[config.mk]
export PLATFORM = sky130hd
export DESIGN_NAME = fsa_product
export DESIGN_NICKNAME = d
export VERILOG_FILES = /design/src/rtl/fsa_pkg.sv /design/src/rtl/fsa_product.sv
export SDC_FILE = /design/constraint.sdc
export NUM_CORES = 2
export LEC_CHECK = 0
export BUFFER_PORTS_ARGS = -buffer_cell sky130_fd_sc_hd__buf_4
export CAP_MARGIN = 30
export CORE_MARGIN = 2
export CORE_UTILIZATION = 60
export CTS_CLUSTER_SIZE = 40
export DETAILED_ROUTE_END_ITERATION = 6
export PLACE_DENSITY = 0.82
export SLEW_MARGIN = 20
export SYNTH_ARGS = -nofsm -noshare
export SYNTH_HDL_FRONTEND = slang
export SYNTH_SLANG_ARGS = --single-unit
[constraint.sdc]
create_clock -name clock -period 7.45 [get_ports clock]
set_clock_uncertainty 0.15 [all_clocks]
set_input_delay 0.3725 -clock clock [delete_from_list [all_inputs] [get_ports clock]]
set_output_delay 0.3725 -clock clock [all_outputs]
set_load 0.05 [all_outputs]
[src/rtl/fsa_pkg.sv]
// Shared types and constants of the factor shape accumulator.
// Used by the product unit, the top level and the port checker; depends on nothing.
`default_nettype none

package fsa_pkg;

   // Fixed-point widths: sums are Q48.16, probabilities carry 15 fraction bits.
   localparam int SUM_W     = 64;
   localparam int PRIOR_W   = 32;
   localparam int PROB_FRAC = 15;
   localparam int XA_W      = 33;
   localparam int XAB_W     = 34;

   // Operation codes of an input word.
   localparam logic OP_ACCUMULATE = 1'b0;
   localparam logic OP_READ       = 1'b1;

   // Store selectors of a read word.
   localparam logic [1:0] SEL_ROW_FACTOR    = 2'd0;
   localparam logic [1:0] SEL_COLUMN_FACTOR = 2'd1;
   localparam logic [1:0] SEL_FACTOR_TOTAL  = 2'd2;

   // Register indexes of the configuration port.
   localparam logic [1:0] CSR_ROW_PRIOR    = 2'd0;
   localparam logic [1:0] CSR_COLUMN_PRIOR = 2'd1;
   localparam logic [1:0] CSR_FACTOR_PRIOR = 2'd2;

   // Every prior resets to 1.0 in Q16.16.
   localparam logic [PRIOR_W-1:0] PRIOR_RESET = 32'h0001_0000;

   typedef struct packed {
      logic        op;
      logic [9:0]  row_index;
      logic [3:0]  factor_index;
      logic [7:0]  col_index;
      logic [31:0] count_value;
      logic [15:0] phi_a_value;
      logic [15:0] phi_b_value;
      logic [1:0]  which_store;
      logic [13:0] read_index;
   } req_word_type;

   typedef struct packed {
      logic [63:0] read_value;
      logic        is_read;
   } rsp_word_type;

   // Load strobes from the sequencer to the product unit.
   typedef struct packed {
      logic load_xa;
      logic load_xab;
   } mul_ctl_type;

endpackage

`default_nettype wire

[src/rtl/fsa_product.sv]
// Two-step fixed-point product unit: x*pa and then (x*pa)*pb, each truncated.
// Depends on fsa_pkg for widths and the load strobe structure.
`default_nettype none

module fsa_product import fsa_pkg::*; (
   input  wire logic              clock,
   input  wire mul_ctl_type       ctl,
   input  wire logic [31:0]       count_value,
   input  wire logic [15:0]       phi_a_value,
   input  wire logic [15:0]       phi_b_value,
   output logic      [XA_W-1:0]   xa,
   output logic      [XAB_W-1:0]  xab
);

   logic [47:0]      prod_a;
   logic [48:0]      prod_b;
   logic [XA_W-1:0]  xa_ff;
   logic [XA_W-1:0]  xa_in;
   logic [XAB_W-1:0] xab_ff;
   logic [XAB_W-1:0] xab_in;

   // First product, scaled back to Q16.16 by dropping the probability fraction.
   always_comb begin
      prod_a = 48'(count_value) * 48'(phi_a_value);
      xa_in  = prod_a[47:PROB_FRAC];
   end

   // Second product uses the registered first one.
   always_comb begin
      prod_b = 49'(xa_ff) * 49'(phi_b_value);
      xab_in = prod_b[48:PROB_FRAC];
   end

   always_ff @(posedge clock) begin
      if (ctl.load_xa) begin
         xa_ff <= xa_in;
      end
      if (ctl.load_xab) begin
         xab_ff <= xab_in;
      end
   end

   assign xa  = xa_ff;
   assign xab = xab_ff;

endmodule

`default_nettype wire

After elaboration in Yosys (flattened, before gate mapping)
Index checks and enable logic that the tools add are counted.

Multiply operators: 2.

Operators by type and width (number): 33-bit by 16-bit multiplier with 49-bit output (1); 32-bit by 16-bit multiplier with 48-bit output (1).

Register bits after elaboration: 67. Bits of input ports: 67.

Logic depth before layout (Yosys ltp)
Depth in word-level cells: 1. Gate-level depth with buffers: 23. Mapped depth without buffers: 22.

Worst setup path after synthesis
OpenSTA, ideal clock, no wires.

Path type: register to register. Start: register xa_ff[7], in the netlist xa[7]. End: register xab_ff[29], in the netlist xab[29] (data pin). Data arrival time: 6.116 ns. Path slack: 0.922 ns. Cell stages (with the launch flop): 23. Buffers on the path: 1. Clock period less this slack: 6.528 ns. Cell sequence: edfxtp_1 > clkbuf_1 > nand2_1 > fa_1 > inv_1 > fa_1 > inv_1 > fa_1 > inv_1 > fa_1 > fa_1 > inv_1 > fa_1 > inv_1 > ha_1 > and3_1 > and4_4 > a32oi_4 > nand3_2 > a2111oi_4 > o31a_2 > o21ai_1 > xor2_1.

Word-level cells in the longest chain between the ends: 1.

RTL lines: start, declared (line fsa_product.sv:17) `logic [XA_W-1:0] xa_ff;`; start signal, assigned (line fsa_product.sv:36) `xa_ff <= xa_in;`; 33-bit by 16-bit multiplier with 49-bit output (line fsa_product.sv:30) `prod_b = 49'(xa_ff) * 49'(phi_b_value);`; via prod_b[44] (line fsa_product.sv:16) `logic [48:0] prod_b;`; end signal, assigned (line fsa_product.sv:39) `xab_ff <= xab_in;`; end, declared (line fsa_product.sv:19) `logic [XAB_W-1:0] xab_ff;`.

The timed path passes the listed nets, and every way through them passes these cells. A chain may end at the register's enable or synchronous reset.

Worst setup path after layout
Start: register xa_ff[11], in the netlist xa[11]. End: register xab_ff[29], in the netlist xab[29] (data pin).

The elaborated chain is that of the path after synthesis.

==> impl_metrics.toml <==
[synth]
yosys.area_share.simple = 0.1720
synth_compound_area_frac = 0.04721
synth_xor_area_frac = 0.01849
synthCells = 3766
synth-edff-count = 67
synth-async-reset-ratio = 0
synth_area_per_cell_sq_um = 9.056
synth_top_family_by_area = "adder cells"
synth.area.top_cells = "fa_1, inv_1, ha_1, and2_1, nand2_1"
yosys-mux-area-fraction = 0.0002935
synthDistinctLibCells = 65
synth_adder_area_share = 0.5840
synth_seq_cells = 67
synth_top_area_cell = "fa_1"
syn_nets = 4916
synth_flop_cell = "edfxtp_1"
synth_top_area_frac = 0.4977
syn_area_sq_mm = 0.03411
yosysWarnings = 0
seq_area_frac_synth = 0.05899

[place]
place_area_sq_mm = 0.03544
hpwl_um = 65350
portBuffers = 133
globalplace.congestion = 0.9139

[floorplan]
ios = 134
start_util = 0.6060
rows = 87
die_area_sq_mm = 0.05877
die_x_um = 242.4
core_sq_mm = 0.05628
die_y_um = 242.4

[global_route]
grt_pass1_wl_um = 140600
antenna_found_initial = 1
grt_overflow = 0
grt_usage = 0.3010
grt_pass1_vias = 27779
grt_max_degree = 35

[timing]
slew_headroom = 0.3898
rsz0062_at_grt = "no"
finalHoldViolations = 0
setup_viol = 0
setup_tns_ps = 0
timing.final.crit_share = 0.9111
tightestPinTransition_ps = 915.4
min_period_ps = 6787
slew_violations = 0
clock.fmax_mhz = 147.3

[worst_setup_path]
endpoint_kind = "flip-flop"
crit_type = "reg -> reg"
cp_max_fo = 17
cp-startpoint = "xa[11]"
rrSetupSlack_ps = 660
worst_ep_required_time_ps = 7400
r2r-start = "xa[11]"
worstSetupStartpointType = "flip-flop"
arrival_ps = 6740

[clock_network]
post-cts-setup-buffers = 0
root_buffer = "clkbuf_16"
clock_latency_ps = 360
cts_buffer_depth = 2
h-tree-depth = 3
path_clk_slew_ps = 70
cts_tree = "done"
clock-sinks = 67
cts_resized = 0
numCtsBuffers = 9
holdBufCountCts = 0

[flow_run]
maxCapViolations = 0

[cells_and_area]
nFillCells = 4550
diodes = 0
final_util = 0.6354
final_net_count = 4893
area_delta_synth_final_pct = 4.846
final_area_sq_mm = 0.03576
drive_gt1_frac = 0.04883

[routing]
drt-pass1-iter-count = 7
wirelength_met1_um = 33190
vias = 25252
via_per_inst = 5.607
drc_errors = 0
wire_per_inst_um = 18.92
drtAntennaViolNets = 0
drt_iter0_drc = 1994
drt_wl_total_um = 85230
wl_met3_um = 9404
wl_met2_um = 40490
top_layer_used = "met5"

[hold_path]
hold_class = "in -> reg"
hp-start = "ctl[0]"

[outcome]
outcome = "finished, final reports clean"
-- stage by stage --
stage / cells / setup WS, ps / hold WS, ps
after CTS: 4504 / 713.2 / 315.9
after floorplan: 3766 / 922.0 / 335.0
final: 4504 / 662.6 / 308.3
after detailed placement: 4488 / 709.8 / 691.0
after global placement: 4488 / 796.6 / 689.6
after global routing: 4504 / 423.6 / 331.6
-- critical path, stage by stage (launching register included) --
cell,delay [ps]
edfxtp_1,900
nand2_1,200
fa_1,530
fa_1,460
fa_1,560
inv_1,60
fa_1,480
fa_1,480
inv_1,50
fa_1,470
inv_1,40
ha_1,330
and3_1,220
and4_4,210
a32oi_4,270
nand3_2,160
a2111oi_4,440
o31a_2,260
o21ai_1,100
xor2_1,170
-- area by class of cell --
class,instances,area [sq um],share of cell area
Sequential cell,67,2012,0.05626
Multi-Input combinational cell,2620,28030,0.7840
Inverter,905,3397,0.09500
Clock buffer,10,229.0,0.006403
Clock inverter,6,90.09,0.002519
Timing Repair Buffer,140,1051,0.02939
Tap cell,756,945.9,0.02645
-- synthesized netlist by cell type (all sizes together) (2+ instances only) --
master	count
and4	6
o31a	2
xnor2	52
nor4	2
a211oi	4
nor2b	6
nor2	37
a221oi	6
o21a	3
nand3	22
o31ai	5
a21oi	94
a21o	43
buf	3
o21ai	45
xor2	20
edfxtp	67
fa	848
clkbuf	171
inv	905
o21bai	17
nand4	21
ha	235
a32oi	2
or2	3
and2	419
and3	7
nor3	7
nand2	678
a31oi	11
nand2b	3
o211ai	3
-- layout by cell type, fill, tap and decap left out, types with 3 or more instances in the layout --
cell	synthesis	final
inv_1	905	905
fa_1	848	848
nand2_1	677	677
and2_1	419	419
ha_1	235	235
buf_4	0	140
a21oi_1	92	92
edfxtp_1	67	67
xnor2_1	52	52
a21o_1	43	43
nor2_1	37	37
o21ai_0	33	33
nand4_1	21	21
xor2_1	20	20
nand3_1	19	19
o21bai_1	17	17
o21ai_1	11	11
a31oi_1	10	10
clkbuf_16	0	9
nor2b_1	6	6
and3_1	6	6
and4_1	5	5
a221oi_1	5	5
nor3_1	5	5
a211oi_1	4	4
o31ai_1	4	4
nand2b_1	3	3
or2_2	3	3
nand3_2	3	3
o21a_1	3	3
-- sequential cells by signal, indices dropped and copies added (netlist names) --
| register | flops |
|---|---|
| xa | 33 |
| xab | 34 |
-- final timing paths --
kind / end / depth (start not counted)
setup / recovery: xab[29] / 19
hold / removal: xab[0] / 1
setup reg to reg: xab[29] / 19
hold reg to reg: xab[4] / 5
-- layer usage --
metal  vias to the layer above  GRT usage
met3                       197    0.06902
met1                     12703     0.4008
met4                         2    0.08715
met5                         -          0
met2                      1428     0.4965
li1                      10922          -
-- cell families after synthesis --
kind of cell,count (synthesis)
and+or+nand+nor,1218
muxes,1
AOI/OAI and AO/OA,246
xor gates and xnor gates,72
DFF,67
buffers and inverters,1079
adders and majority gates,1083
Power is not shown: default switching activity piles up to over one toggle a cycle in this logic, so the estimate is an artifact.
