## src/rtl/fsa_ram.sv

```systemverilog
// Generic single-port-write, single-port-read RAM with a registered read.
// Depends on nothing; every store of the accumulator is one instance of it.
`default_nettype none

module fsa_ram #(
   parameter int WIDTH = 64,
   parameter int DEPTH = 16
) (
   input  wire logic                                  clock,
   input  wire logic                                  wr_en,
   input  wire logic [((DEPTH > 1) ? $clog2(DEPTH) : 1)-1:0] wr_addr,
   input  wire logic [WIDTH-1:0]                      wr_data,
   input  wire logic                                  rd_en,
   input  wire logic [((DEPTH > 1) ? $clog2(DEPTH) : 1)-1:0] rd_addr,
   output logic      [WIDTH-1:0]                      rd_data
);

   logic [WIDTH-1:0] mem_ff [DEPTH];
   logic [WIDTH-1:0] rd_data_ff;

   // Write port.
   always_ff @(posedge clock) begin
      if (wr_en) begin
         mem_ff[wr_addr] <= wr_data;
      end
   end

   // Read port; the data holds until the next read.
   always_ff @(posedge clock) begin
      if (rd_en) begin
         rd_data_ff <= mem_ff[rd_addr];
      end
   end

   assign rd_data = rd_data_ff;

endmodule

`default_nettype wire

```

## config.mk

```make
export PLATFORM = sky130hd
export DESIGN_NAME = fsa_ram
export DESIGN_NICKNAME = d
export VERILOG_FILES = /design/src/rtl/fsa_ram.sv
export SDC_FILE = /design/constraint.sdc
export NUM_CORES = 1
export LEC_CHECK = 0
export BUFFER_PORTS_ARGS = -buffer_cell sky130_fd_sc_hd__buf_2
export CAP_MARGIN = 20
export CORE_MARGIN = 2
export CORE_UTILIZATION = 63
export DETAILED_ROUTE_END_ITERATION = 10
export PLACE_DENSITY = 0.82
export SETUP_SLACK_MARGIN = 0.2
export SYNTH_ARGS = -nofsm -noshare
export SYNTH_HDL_FRONTEND = slang
export SYNTH_SLANG_ARGS = --single-unit
```

## constraint.sdc

```tcl
create_clock -name clock -period 9.8 [get_ports clock]
set_clock_uncertainty 0.15 [all_clocks]
set_input_delay 0.49 -clock clock [delete_from_list [all_inputs] [get_ports clock]]
set_output_delay 0.49 -clock clock [all_outputs]
set_load 0.03 [all_outputs]
```

# Word-level counts from Yosys, hierarchy flattened
# Memory sizes are Yosys's and may differ from the RTL's. A register that Yosys moved wholly into a read port is not among the register bits.
# Cells that the tools add are included.
# classes
mux	2
# op_table
cell	count
$mux W1	2
# word_totals
register_bits	0
ram_bits	1024
output_inout_bits	64
wordCells	3
memories	1
# memory_table
memory	depth	width	rd	rd_clocked_by_memory_dff	wr	line_no	rtl
mem_ff	16	64	1	1	1	18	logic [WIDTH-1:0] mem_ff [DEPTH];

# Logic depth before layout (Yosys ltp)
# Gate-level depths: netlist of the first run.
# logic_depth
depth_word	2
depth_mapped	6

# Least setup slack after synthesis of the first run
# Ideal clock, no wire load.
# synth_path
kind	input to register
startpoint	in wr_addr[2] (netlist bit)
endpoint	mem mem_ff[0][0], enable pin
setup_ps	565
t_arrival_ps	5353
t_required_ps	9085
slack_ps	3731
cell_stages	2
path_buffers	0
path_cell_list	or3b_2 nor3_1
# synth_lines
item	line_no	rtl
start: declaration	11	input wire logic [((DEPTH > 1) ? $clog2(DEPTH) : 1)-1:0] wr_addr,
end: declaration	18	
# No word-level cell before the write port.

==> metrics.md, run 1 <==
| Metric | Value |
|---|---|
| Yosys warns | `0` |
| Vias per cell | `7.04` |
| Number of fill cells | `3342` |
| Clock Latency Late Sink | `650 ps` |
| Post-route setup slack | `6910 ps` |
| CTS Hold Bufs | `0` |
| Share of Yosys cell area claimed by the top area cell type | `81.2%` |
| Post-CTS Setup Bufs | `0` |
| Vias in the first global route | `20618` |
| Area grow syn2layout | `12.3%` |
| Reg-to-Reg Start | `mem_ff[1][25]$_DFFE_PP_` |
| Share of cells above drive strength 1 | `30.5%` |
| R2R depth | `3` |
| Top layer in use | `met5` |
| Worst vdd ir | `0.000140 V` |
| FF+latch count, synth | `1088` |
| Hold Vio Cnt, Final | `0` |
| Hold depth | `1` |
| Slack of the worst reg-to-reg path | `8030 ps` |
| Grt total ovfl | `0` |
| Status | `finished clean` |
| Clock-pin slew on the worst setup and hold paths | `70 ps` |
| I/O pin count | `139` |
| Critical path capture point type | `register` |
| Largest net degree at the start of global routing | `137` |
| WL met3 | `12300 µm` |
| Top cells by area, synth | `edfxtp_1 81%, mux4_2 14%, a22oi_1 2.4%` |
| First-pass GRT wire length | `144000 µm` |
| Cells after Synth | `1647` |
| Cell leakage power | `14.4 nW` |
| Asr flop ratio synth | `0%` |
| DRT antenna net count | `0` |
| Fin. max-slew vios | `0` |
| Reg2reg end | `rd_data[25]$_DFFE_PP_` |
| Fin Setup TNS | `0 ps` |
| WL/cell | `35.9 µm` |
| Iteration-0 DRC Markers | `3054` |
| EDFF count, synth | `1088` |
| Root Buffer | `clkbuf_16` |
| DIE WIDTH | `257 µm` |
| Layout net count | `1908` |
| Critical path class | `input port to register` |
| Cell taking the most area after synthesis | `edfxtp_1` |
| TritonCTS Sinks | `1088` |
| Core box area | `63100 µm²` |
| Post-synth design cell area | `40200 µm²` |
| CP required | `10040 ps` |
| Row count | `92` |
| Antenna violations before repair | `14` |
| Met2 WL post-DR | `50500 µm` |
| Input/output buffers | `138` |
| Fmax | `346 MHz` |
| Initial Util | `63.8%` |
| Routed via count | `19487` |
| CP Data Arrival Time | `3130 ps` |
| WL final | `99400 µm` |
| Routability cong. | `0.728` |
| Dpl ws | `6020 ps` |
| Power Density | `214 nW/µm²` |
| Total Die Area | `65900 µm²` |
| Crit start category | `input port` |
| Hold_sp | `wr_data[53]` |
| GRT Util Overall | `30.7%` |
| Setup violators final | `0` |
| Hold Crit Class | `input port to register` |
| DRC viols | `0` |
| Top-count cell post-synth | `edfxtp_1` |
| Post-cts sizing count | `0` |
| CTS buffer count | `98` |
| Seq/Total Area, Yosys | `81.2%` |
| HPWL after DPL | `41100 µm` |
| Rel. slew slack | `21.9%` |
| H-tree depth | `3` |
| Die height | `257 µm` |
| Min Clock Period, post-route | `2890 ps` |
| Max-cap violations | `0` |
| Longest Clk Path Bufs | `3` |
| Metal1 wirelength | `33100 µm` |
| RSZ-0062 raised after global routing | `no` |
| Dominant synthesized flop cell | `edfxtp_1` |
| Post-Syn Nets | `1722` |
| DR pass1 iterations | `5` |
| Post-synth top cells | `1088 x edfxtp_1, 256 x mux4_2, 128 x a22oi_1` |
| Period utilization | `29.5%` |
| Hold endpoint | `mem_ff[1][53]$_DFFE_PP_` |
| Crit Path Max Fanout | `109` |
| CTS tree | `built` |
| Yosys cell types | `17` |
| Avg Inst Size Synth | `24.4 µm²` |
| Worst slew pin tran | `1170 ps` |
kinds of logic after synthesis:
| kind of cell | Yosys count | share of synthesized area, % |
|---|---|---|
| AO/OA/AOI/OAI | 128 | 2.39 |
| buffers and inverters | 84 | 1.12 |
| flip-flops | 1088 | 81.2 |
| multiplexers | 256 | 14.3 |
| AND/OR/NAND/NOR | 91 | 0.927 |
report_power, final:
group	internal [mW]	switching (mW)	leakage, nW
combinational	0.175	0.315	2.95
clock	2.21	1.68	1.55
sequential	5.24	0.0436	9.89
total	7.63	2.04	14.4
per-stage QoR:
stage / power (mW) / cell area (µm²) / instances / util [%] / hold WS, ps
2_1_floorplan: 5.66 / 40200 / 1647 / - / 439
3_3_place_gp: 5.82 / 41900 / 2578 / 66.5 / 573
3_5_place_dp: 5.85 / 41900 / 2578 / 66.5 / 577
4_1_cts: 9.69 / 45100 / 2757 / 71.5 / 22.7
5_1_grt: 9.86 / 45200 / 2763 / 71.6 / 69.3
6_report: 9.67 / 45200 / 2769 / 71.6 / 60.7
worst max-delay path, stage by stage:
cell and delay, ps:
buf_8 740, buf_12 740, mux4_2 610, a22oi_1 280, nand2_1 90
state kept, by name, indices dropped and copies added (netlist names):
register	count
mem_ff	1024
rd_data	64
cell usage in the layout, fill, tap and decap left out:
master	n
edfxtp_1	1088
mux4_2	256
buf_2	135
a22oi_1	128
clkbuf_16	103
nand2_1	65
buf_4	30
clkbuf_1	26
clkinv_1	17
clkinv_2	15
nor2_4	13
diode_2	11
bufinv_16	11
clkinvlp_4	6
nor3_2	4
nor2b_4	2
nand3b_1	2
nand2b_1	2
buf_8	2
buf_12	2
and2_4	1
nand3_1	1
or3b_2	1
inv_6	1
buf_16	1
worst max path at each step:
stage / start / to / slack (ps) / cells past startpoint
final: rd_addr[0] / rd_data[36]$_DFFE_PP_ / 6910 / 5
after global routing: rd_addr[0] / rd_data[45]$_DFFE_PP_ / 6630 / 5
after CTS: rd_addr[0] / rd_data[53]$_DFFE_PP_ / 6650 / 5
after detailed placement: rd_addr[0] / rd_data[51]$_DFFE_PP_ / 6020 / 5
after global placement: rd_addr[0] / rd_data[55]$_DFFE_PP_ / 6100 / 5
after floorplan: wr_addr[2] / mem_ff[0][0]$_DFFE_PP_ / 3730 / 2
layer usage:
metal  GRT usage [%]  up-vias
li1                -     7489
met1            41.2    10105
met2            50.5     1636
met3            6.63      247
met4            11.4       10
met5               0        -
layout make-up:
cell class / count / area [µm²] / area share (%)
Clock buffer: 129 / 2680 / 5.92
Sequential cell: 1088 / 32700 / 72.3
Tap cell: 846 / 1060 / 2.34
Clock inverter: 50 / 523 / 1.16
Multi-Input combinational cell: 475 / 7230 / 16.0
Antenna cell: 11 / 27.5 / 0.0609
Timing Repair Buffer: 170 / 998 / 2.21
Note: power is estimated with default switching activity, not from simulation.
==> run 2: changes to the inputs <==
Settings changed: CORE_UTILIZATION 63 to 55, PLACE_DENSITY 0.82 to 0.76.
Clock period 9.8 ns to 2.4 ns, I/O delays scaled along.
==> metrics.md, run 2 (synthesis results as in run 1) <==
| Metric | Value |
|---|---|
| Status | `finished clean` |
| Vias per cell | `6.38 (-9.4%)` |
| Multi-input logic area | `7270 µm² (+0.55%)` |
| Hold Crit Class | `input port to register` |
| DRT antenna net count | `0 (unchanged)` |
| TritonCTS Sinks | `1088 (unchanged)` |
| CTS tree | `built` |
| Buf/Inv on CP | `4 (+2)` |
| Min Clock Period, post-route | `2130 ps` |
| I/O pin count | `139 (unchanged)` |
| CP Data Arrival Time | `2310 ps (-820 ps)` |
| Post-CTS Setup Bufs | `0 (unchanged)` |
| Most common cell after layout, fill and taps aside | `edfxtp_1` |
| First-pass GRT wire length | `136000 µm (-4.9%)` |
| Longest Clk Path Bufs | `3 (unchanged)` |
| HPWL after DPL | `49700 µm (+21%)` |
| Final instance area | `47500 µm² (+5.2%)` |
| Number of fill cells | `4382 (+31%)` |
| Area grow syn2layout | `18.2%` |
| Row count | `99 (+7.6%)` |
| Critical path class | `input port to register` |
| WL final | `93900 µm (-5.5%)` |
| Slowest-stage cell, CP | `dlygate4sd3_1` |
| Largest register FFs | `1024 (unchanged)` |
| FF+latch area | `32700 µm² (unchanged)` |
| Dpl ws | `286 ps (-5740 ps)` |
| Max-cap violations | `0 (unchanged)` |
| Cell leakage power | `15.3 nW (+6.7%)` |
| Fin. max-slew vios | `0 (unchanged)` |
| Reg-to-Reg Start | `mem_ff[10][53]$_DFFE_PP_` |
| Max stage delay on crit path | `650 ps (-90 ps)` |
| Initial Util | `55.3% (-8.4 points)` |
| Antenna violations before repair | `4 (-10)` |
| Setup violators final | `0 (unchanged)` |
| CP required | `2590 ps (-7450 ps)` |
| Fmax | `470 MHz` |
| H-tree depth | `3 (unchanged)` |
| Period utilization | `88.7%` |
| Most frequent cells in the layout | `1088 x edfxtp_1, 256 x mux4_2, 135 x buf_2` |
| Routability cong. | `0.766 (+5.2%)` |
| Die height | `274 µm (+6.9%)` |
| Setup crit start | `wr_addr[3]` |
| Fin Setup TNS | `0 ps (unchanged)` |
| Critical path capture point type | `register` |
| Rel. slew slack | `51.4% (+30 points)` |
| Clock-pin slew on the worst setup and hold paths | `60 ps (about the same)` |
| CTS buffer count | `101 (+3.1%)` |
| GRT Util Overall | `25.6% (-5.1 points)` |
| Hold Vio Cnt, Final | `0 (unchanged)` |
| DIE WIDTH | `274 µm (+6.9%)` |
| Crit start category | `input port` |
| Overall power | `39.4 mW (+310%)` |
| Top delay family on crit path | `buffers and inverters` |
| Core box area | `72700 µm² (+15%)` |
| Root Buffer | `clkbuf_16` |
| Grt total ovfl | `0 (unchanged)` |
| Crit Path Max Fanout | `9 (-92%)` |
| Routed via count | `19386 (-0.52%)` |
| WL/cell | `30.9 µm (-14%)` |
| Worst slew pin tran | `728 ps (-444 ps)` |
| Clock Latency Late Sink | `660 ps (about the same)` |
| Layout net count | `2070 (+8.5%)` |
| Post-route setup slack | `271 ps (-6640 ps)` |
| Iteration-0 DRC Markers | `2631 (-14%)` |
| Post-cts sizing count | `0 (unchanged)` |
| Worst vdd ir | `0.000530 V (+280%)` |
| Hold_sp | `wr_en` |
| Total Die Area | `75300 µm² (+14%)` |
| RSZ-0062 raised after global routing | `no` |
| Worst-path cell chain | `dlygate4sd3_1, buf_2, nand3_4, dlygate4sd3_1, nor3_4, buf_4` |
| Crit-path most repeated cell | `dlygate4sd3_1` |
| DRC viols | `0 (unchanged)` |
| Share of cells above drive strength 1 | `32.6% (+2.1 points)` |
| Placed Area | `43600 µm² (+3.9%)` |
| Input/output buffers | `138 (unchanged)` |
| Power Density | `828 nW/µm² (+290%)` |
| Vias in the first global route | `20188 (-2.1%)` |
| Largest net degree at the start of global routing | `65 (-53%)` |
| DR pass1 iterations | `5 (unchanged)` |
| Biggest register | `mem_ff` |
-- run 2: stage by stage --
| stage | hold slack [ps] | cells | util, % |
|---|---|---|---|
| floorplan | 68.9 | 1647 | - |
| global placement | 326 | 2777 | 59.9 |
| detailed placement | 343 | 2777 | 59.9 |
| CTS | 57.1 | 3036 | 65.4 |
| global route | 92.8 | 3036 | 65.4 |
| finish | 82.7 | 3039 | 65.4 |
-- run 2: layout make-up --
class / count / area share, %
antenna: 3 / 0.0158
clock buffer: 114 / 5.46
clock inverter: 71 / 1.28
multi-input combinational: 475 / 15.3
sequential: 1088 / 68.7
tap: 959 / 2.52
timing repair buffer: 329 / 6.69
-- run 2: worst min-delay path: cells and delay by family --
family                 cells  cell delay [ps]
and+or+nand+nor            2              440
buffers and inverters      1              130
-- run 2: worst paths after layout --
kind                            cells past startpoint                       end  slack, ps
worst max-delay path                                6  mem_ff[12][12]$_DFFE_PP_        270
worst min-delay path                                3   mem_ff[1][20]$_DFFE_PP_         80
worst max register to register                      3     rd_data[53]$_DFFE_PP_        690
worst min register to register                      3     rd_data[14]$_DFFE_PP_        590
-- run 2: layer usage --
layer	global-route usage, %	part of all wire [%]
met5	0	0.029
met4	8.25	2.6
met3	4.69	9.2
met2	41.7	51
met1	35.6	38
-- run 2: where the power goes --
group          leakage, nW  switching, mW  internal [mW]
Combinational         3.92           1.32          0.922
Sequential            9.89          0.156           21.4
Clock                 1.54           6.81           8.75
Total                 15.3           8.29           31.1
-- run 2: repair_timing --
action	in CTS	in global routing
hold endpoints to repair	1078	0
hold buffers	74	0
setup endpoints to repair	0	20
